**src/hdl/ipv4hp_pkg.sv**
```systemverilog
// Shared types and constants for the IPv4 header parser.
// No dependencies; imported by ipv4hp_check and ipv4_header_parser_core.
`timescale 1ns / 1ps

package ipv4hp_pkg;

   // Byte counter width and its saturation value
   localparam int COUNT_BITS = 16;
   localparam logic [COUNT_BITS-1:0] COUNT_MAX = {COUNT_BITS{1'b1}};

   // Header bytes kept for field extraction
   localparam int HDR_MIN = 20;

   localparam logic [3:0]  IP_VERSION  = 4'h4;
   localparam logic [3:0]  IHL_MIN     = 4'd5;
   localparam logic [15:0] SUM_GOOD    = 16'hFFFF;

   // Result bus width: 158 field bits padded to whole bytes
   localparam int RSP_BITS = 160;

   typedef enum logic [1:0] {
      STATUS_OK      = 2'd0,
      STATUS_SHORT   = 2'd1,
      STATUS_BAD_HDR = 2'd2,
      STATUS_BAD_SUM = 2'd3
   } status_type;

   typedef logic [HDR_MIN-1:0][7:0] hdr_bytes_type;

   // Per-packet state as seen after the final byte
   typedef struct packed {
      logic [COUNT_BITS-1:0] byte_count;
      logic [3:0]            ihl;
      logic [3:0]            version;
      logic [15:0]           sum;
   } pkt_state_type;

   typedef struct packed {
      status_type  status;
      logic [3:0]  header_words;
      logic [7:0]  service_type;
      logic [15:0] total_length;
      logic [15:0] ident;
      logic [2:0]  frag_flags;
      logic [12:0] frag_pos;
      logic [7:0]  time_to_live;
      logic [7:0]  protocol_num;
      logic [31:0] source_addr;
      logic [31:0] dest_addr;
      logic [15:0] payload_length;
   } rsp_fields_type;

endpackage

```
**src/hdl/ipv4hp_check.sv**
```systemverilog
// Header validation and field decode for the IPv4 header parser.
// Purely combinational; depends on ipv4hp_pkg.
`timescale 1ns / 1ps

module ipv4hp_check (
   input  ipv4hp_pkg::pkt_state_type  pkt,
   input  ipv4hp_pkg::hdr_bytes_type  hdr,
   output ipv4hp_pkg::rsp_fields_type fields
);
   import ipv4hp_pkg::*;

   logic [COUNT_BITS-1:0] hdr_len;
   logic [COUNT_BITS-1:0] total_ext;
   logic [15:0]           total;
   logic [15:0]           frag_word;

   assign hdr_len   = COUNT_BITS'({pkt.ihl, 2'b00});
   assign total     = {hdr[2], hdr[3]};
   assign total_ext = COUNT_BITS'(total);
   assign frag_word = {hdr[6], hdr[7]};

   always_comb begin
      fields = '0;
      // First failing check decides the status; fields stay zero on error
      if (pkt.byte_count < COUNT_BITS'(HDR_MIN)) begin
         fields.status = STATUS_SHORT;
      end else if (pkt.version != IP_VERSION || pkt.ihl < IHL_MIN) begin
         fields.status = STATUS_BAD_HDR;
      end else if (pkt.byte_count < hdr_len) begin
         fields.status = STATUS_SHORT;
      end else if (pkt.sum != SUM_GOOD) begin
         fields.status = STATUS_BAD_SUM;
      end else if (total_ext < hdr_len) begin
         fields.status = STATUS_BAD_HDR;
      end else if (total_ext > pkt.byte_count) begin
         fields.status = STATUS_SHORT;
      end else begin
         fields.status         = STATUS_OK;
         fields.header_words   = pkt.ihl;
         fields.service_type   = hdr[1];
         fields.total_length   = total;
         fields.ident          = {hdr[4], hdr[5]};
         fields.frag_flags     = frag_word[15:13];
         fields.frag_pos       = frag_word[12:0];
         fields.time_to_live   = hdr[8];
         fields.protocol_num   = hdr[9];
         fields.source_addr    = {hdr[12], hdr[13], hdr[14], hdr[15]};
         fields.dest_addr      = {hdr[16], hdr[17], hdr[18], hdr[19]};
         fields.payload_length = total - 16'({pkt.ihl, 2'b00});
      end
   end

endmodule

```
**src/hdl/ipv4_header_parser_core.sv**
```systemverilog
// IPv4 header parser: byte stream in, one status and field record per packet out.
// Top level; depends on ipv4hp_pkg and ipv4hp_check.
//
// Input channel req_*: one packet byte per transfer in req_tdata, header first,
// with req_tlast high on the final byte of the packet. A byte is taken at any
// clock edge where req_tvalid and req_tready are both high.
// Result channel rsp_*: one transfer per packet, produced by the req_tlast byte.
// It carries the status (ok, too short, bad header, bad checksum) and the
// decoded header fields; all fields but the status read zero on an error.
// Throughput is one byte per cycle, including across packet boundaries. The
// result appears on rsp_tvalid the cycle after the final byte is taken: the
// byte counter, checksum adder and header capture registers are updated in the
// accepting cycle and the decoded record is captured in a single result register.
// If the receiver holds rsp_tready low, the result register stays full and
// req_tready falls until it drains; bytes that produce no result are held too.
// Synchronous reset clears the counter, checksum, header nibbles and the
// result valid; captured header bytes are not reset.
`timescale 1ns / 1ps

module ipv4_header_parser_core (
   input  logic                         clock,
   input  logic                         reset,
   input  logic                         req_tvalid,
   output logic                         req_tready,
   input  logic [7:0]                   req_tdata,   // [7:0] data_byte
   input  logic                         req_tlast,   // last_byte
   output logic                         rsp_tvalid,
   input  logic                         rsp_tready,
   // [1:0] status, [5:2] header_words, [13:6] service_type, [29:14] total_length,
   // [45:30] ident, [48:46] frag_flags, [61:49] frag_pos, [69:62] time_to_live,
   // [77:70] protocol_num, [109:78] source_addr, [141:110] dest_addr,
   // [157:142] payload_length, [159:158] zero
   output logic [ipv4hp_pkg::RSP_BITS-1:0] rsp_tdata
);
   import ipv4hp_pkg::*;

   logic [COUNT_BITS-1:0] count_ff, count_in;
   logic [3:0]            ihl_ff, ihl_in;
   logic [3:0]            version_ff, version_in;
   logic [15:0]           sum_ff, sum_in;
   logic [7:0]            pend_ff, pend_in;
   hdr_bytes_type         hdr_ff, hdr_in;
   logic                  rsp_valid_ff, rsp_valid_in;
   rsp_fields_type        rsp_ff, rsp_in;

   logic                  take;
   logic                  first_byte;
   logic                  in_header;
   logic [16:0]           sum_raw;
   logic [15:0]           sum_next;
   logic [COUNT_BITS-1:0] count_next;
   pkt_state_type         pkt_end;

   assign req_tready = !rsp_valid_ff || rsp_tready;
   assign take       = req_tvalid && req_tready;
   assign first_byte = (count_ff == '0);

   always_comb begin
      ihl_in     = first_byte ? req_tdata[3:0] : ihl_ff;
      version_in = first_byte ? req_tdata[7:4] : version_ff;

      // Capture the first twenty bytes
      hdr_in = hdr_ff;
      for (int i = 0; i < HDR_MIN; i++) begin
         if (count_ff == COUNT_BITS'(i)) begin
            hdr_in[i] = req_tdata;
         end
      end

      // Ones' complement sum over the IHL*4 header bytes, end-around carry
      in_header = (count_ff < COUNT_BITS'({ihl_in, 2'b00}));
      sum_raw   = {1'b0, sum_ff} + {1'b0, pend_ff, req_tdata};
      sum_next  = sum_ff;
      pend_in   = pend_ff;
      if (in_header) begin
         if (!count_ff[0]) begin
            pend_in = req_tdata;
         end else begin
            sum_next = sum_raw[15:0] + {15'b0, sum_raw[16]};
         end
      end

      count_next = (count_ff == COUNT_MAX) ? count_ff : count_ff + 1'b1;

      pkt_end.byte_count = count_next;
      pkt_end.ihl        = ihl_in;
      pkt_end.version    = version_in;
      pkt_end.sum        = sum_next;

      sum_in   = sum_next;
      count_in = count_next;
      // Clear per-packet state once the final byte is in
      if (req_tlast) begin
         count_in   = '0;
         ihl_in     = '0;
         version_in = '0;
         sum_in     = '0;
         pend_in    = '0;
      end

      rsp_valid_in = rsp_valid_ff && !rsp_tready;
      if (take && req_tlast) begin
         rsp_valid_in = 1'b1;
      end
   end

   ipv4hp_check u_check (
      .pkt    (pkt_end),
      .hdr    (hdr_in),
      .fields (rsp_in)
   );

   always_ff @(posedge clock) begin
      if (reset) begin
         count_ff     <= '0;
         ihl_ff       <= '0;
         version_ff   <= '0;
         sum_ff       <= '0;
         pend_ff      <= '0;
         rsp_valid_ff <= 1'b0;
      end else begin
         rsp_valid_ff <= rsp_valid_in;
         if (take) begin
            count_ff   <= count_in;
            ihl_ff     <= ihl_in;
            version_ff <= version_in;
            sum_ff     <= sum_in;
            pend_ff    <= pend_in;
         end
      end
   end

   always_ff @(posedge clock) begin
      if (take) begin
         hdr_ff <= hdr_in;
         if (req_tlast) begin
            rsp_ff <= rsp_in;
         end
      end
   end

   assign rsp_tvalid = rsp_valid_ff;
   assign rsp_tdata  = {2'b00,
                        rsp_ff.payload_length,
                        rsp_ff.dest_addr,
                        rsp_ff.source_addr,
                        rsp_ff.protocol_num,
                        rsp_ff.time_to_live,
                        rsp_ff.frag_pos,
                        rsp_ff.frag_flags,
                        rsp_ff.ident,
                        rsp_ff.total_length,
                        rsp_ff.service_type,
                        rsp_ff.header_words,
                        rsp_ff.status};

endmodule
```
**config.mk**
```make
export PLATFORM = sky130hd
export DESIGN_NAME = ipv4_header_parser_core
export DESIGN_NICKNAME = d
export VERILOG_FILES = /design/src/hdl/ipv4hp_pkg.sv /design/src/hdl/ipv4hp_check.sv /design/src/hdl/ipv4_header_parser_core.sv
export SDC_FILE = /design/constraint.sdc
export NUM_CORES = 1
export LEC_CHECK = 0
export BUFFER_PORTS_ARGS = -buffer_cell sky130_fd_sc_hd__buf_4
export CORE_ASPECT_RATIO = 0.8
export CORE_MARGIN = 2
export CORE_UTILIZATION = 30
export CTS_CLUSTER_DIAMETER = 80
export DETAILED_ROUTE_END_ITERATION = 16
export PLACE_DENSITY = 0.46
export SYNTH_ARGS = -nofsm -noshare
export SYNTH_HDL_FRONTEND = slang
export SYNTH_SLANG_ARGS = --single-unit
```
**constraint.sdc**
```tcl
create_clock -name clock -period 18.5 [get_ports clock]
set_input_delay 0 -clock clock [delete_from_list [all_inputs] [get_ports clock]]
set_output_delay 0 -clock clock [all_outputs]
set_load 0.1 [all_outputs]
```
==> metrics <==
Max VDD drop 53.94 uV; CP Capture Type flop; Initial DRC Count 923; CTS tree done; antenna violations before repair 3; #FFs+latches synth 341; Remaining DRCs 0; Crit path largest cell delay 0.78 ns; Root Buffer clkbuf_16; Num Clock Sinks 341; Core Area 58220 um2; Synth area leader edfxtp_1; Post-synth EDFFs 292; Ys Warns 0; fillers 5620; Fin Setup TNS 0 ns; RSZ-0062 raised after global routing no; slowest CP cell buf_4; Num CTS Buffers 41; cell count of the worst reg-to-reg path 15; Main synth FF type edfxtp_1; total of max-cap violations 0; drt pass-1 iters 5; gpl congestion 0.8036; Clock Latency Late Sink 0.57 ns; asr flop ratio synth 0%; Final Hold Vio Count 0; Detail Placement HPWL 30970 um; Worst EP arrival 6.97 ns; fin nets 1544; Setup violations, final 0; Vias/cell 5.139; clock-pin slew on the worst setup and hold paths 0.07 ns; largest cells by area after synthesis edfxtp_1 50%, mux2_2 7.8%, dfxtp_1 5.5%; final std cells w/o fill 2281; WL final 50160 um; setup slack at placement 11.82 ns; GRT Resource Usage Total 16.17%; critical path cell sequence nor4_2 > nand2_1 > nor4_2 > mux2_2 > inv_1 > ha_1 > nor2b_1 > o21ai_0 > nand2b_1 > or4_1 > nor3_1 > nand3b_4 > buf_4 > buf_4 > and4bb_2; crit start category flop; area grow syn2layout 18.48%; Crit Path Class reg -> reg; share of layout cells above drive strength 1 34.57%; Post-DP Area 19650 um2; vias in the first global route 11.52k; post-route minimum period 6.674 ns; Seq/Total Area, Yosys 55.09%; grt total ovfl 0; Port Buf Inserts 172; Crit path max-delay family simple AND/OR/NAND/NOR gates; CP max FO 78; Worst slew margin 24.55%; die area 60970 um2; FMAX 149.8 MHz; Placed Cells 2199; worst path bufs/invs 3; first-pass GRT wire length 74930 um; Power Density 89.50 nW/um2; WL/cell 21.99 um; synth unique cells 83; Mapped Area 17700 um2; mean post-synth cell area 13.23 um2; Initial Utilization 30.40%; status complete, no violations; top-area cell type share of the netlist area 49.54%; Die Span X 275.6 um; Final ANT Viol Nets 0; Gate Count Post-Synth 1338; Tcrit/Tclk final 36.08%; fin. max-slew vios 0; Pleak 7.313 nW; CTS Buffer Depth 3; total power 0.001877 W; H-Tree Level Count 2; Least-Margin Pin Slew 1.128 ns; cell count along the critical path 15; io pins 175; via count 11.72k; CP required 18.80 ns; Worst Hold Class in -> reg; Design Area, Final 20970 um2; worst hold stages 3; clock skew 0.03640 ns; fin worst setup slack 11.83 ns; largest net degree at the start of global routing 93; Die H 221.2 um; Rows 79
[sequential cells by signal, summed over array words and instances (netlist names)]
signal      count
rsp_tdata     156
hdr_ff        136
count_ff       16
sum_ff         16
pend_ff         8
ihl_ff          4
version_ff      4
rsp_tvalid      1
[path summary, 6_finish.rpt]
check / start / to / slack (ns)
setup / recovery: count_ff[15] / rsp_tdata[123] / 11.83
hold / removal: req_tdata[7] / version_ff[3] / 0.04
setup reg to reg: count_ff[15] / rsp_tdata[123] / 11.83
hold reg to reg: ihl_ff[3] / ihl_ff[3] / 0.50
[per-stage QoR]
step | util (%) | hold WS [ns]
6_report | 36.02 | 0.03530
5_1_grt | 36.01 | 0.04166
4_1_cts | 36.01 | 0.009235
3_5_place_dp | 33.75 | 0.3493
3_3_place_gp | 33.75 | 0.3320
2_1_floorplan | - | 0.2324
[where the power goes]
part	switching [W]	internal [W]	leakage (nW)
sequential	0.0000123	0.000872	3.20
clock	0.000330	0.000430	0.599
combinational	0.000175	0.0000573	3.51
total	0.000517	0.00136	7.31
[cell usage after synthesis (9+ instances only)]
library cell  instances
a21o_1               14
buf_2                11
nor4_1               30
a22oi_1              34
nor4bb_2             40
nand2_1              53
nor2b_1               9
edfxtp_1            292
a21oi_1              42
nand4_1              17
dfxtp_1              49
buf_6                11
nor4_2               15
nand3_1              17
and3_1               10
nand2b_1             10
clkbuf_1             63
ha_1                 48
inv_1                31
xnor2_1              24
mux2_2              122
nor3_1               22
o21ai_0              30
mux2i_1              17
xor2_1               16
and4bb_2             72
nor2_1               98
[logic make-up (layout without fill, tap and decap cells)]
kind of cell / Yosys count / count (layout) / share of synthesized area (%)
AO/OA/AOI/OAI: 190 / 190 / 7.550
XOR/XNOR: 41 / 41 / 2.071
adder cells (fa/ha/maj): 50 / 50 / 3.620
buffers and inverters: 134 / 305 / 3.605
flip-flops: 341 / 341 / 55.09
multiplexers: 139 / 139 / 8.724
other: 1 / 4 / 0.02119
AND/OR/NAND/NOR: 442 / 442 / 19.32
[layer usage]
layer	global-route usage [%]	wire length, um	share of wire, %	vias up
met3	2.670	2452	4.9	65
met1	24.68	25210	50	5885
met4	4.499	1026	2.0	0
met2	23.30	21480	43	273
met5	0	0	0	-
li1	-	-	-	5499
[cells in the final DEF, fill, tap and decap left out, types with 9 or more instances in the layout]
| cell | count |
|---|---|
| clkinv_1 | 9 |
| mux2_2 | 122 |
| clkbuf_16 | 42 |
| nor2_1 | 98 |
| xnor2_1 | 24 |
| nor2b_1 | 9 |
| nand3_1 | 17 |
| inv_1 | 30 |
| ha_1 | 48 |
| edfxtp_1 | 292 |
| o21ai_0 | 30 |
| a22oi_1 | 34 |
| a21oi_1 | 42 |
| nand2b_1 | 10 |
| and3_1 | 10 |
| dfxtp_1 | 49 |
| nand4_1 | 17 |
| nor4_1 | 28 |
| and4bb_2 | 72 |
| nand2_1 | 52 |
| buf_4 | 192 |
| nor4_2 | 17 |
| a21o_1 | 14 |
| nor3_1 | 22 |
| xor2_1 | 16 |
| nor4bb_2 | 40 |
| mux2i_1 | 17 |
[area by class of cell]
class                      instances  area (um2)  area share [%]
clock buffer                      49        1077           5.138
sequential                       341        9749           46.49
tap                              769       962.2           4.589
multi-input combinational        864        7362           35.11
antenna                            2       5.005         0.02387
timing repair buffer             200        1521           7.256
clock inverter                    23       157.7          0.7518
inverter                          33       133.9          0.6385
[worst register-to-register path: stages, from the launching register on]
cell      delay, ns
dfxtp_1        0.37
nor4_2         0.56
nand2_1        0.42
nor4_2         0.66
mux2_2         0.43
inv_1          0.15
ha_1           0.29
nor2b_1        0.14
o21ai_0        0.17
nand2b_1       0.12
or4_1          0.51
nor3_1         0.45
nand3b_4       0.22
buf_4          0.74
buf_4          0.81
and4bb_2       0.38
[timing repair]
action,CTS,global route
resized for setup,0,0
buffers inserted,0,0
setup endpoints to repair,0,0
hold endpoints to repair,49,0
hold buffers,8,0
(Power assumes the default switching activity.)
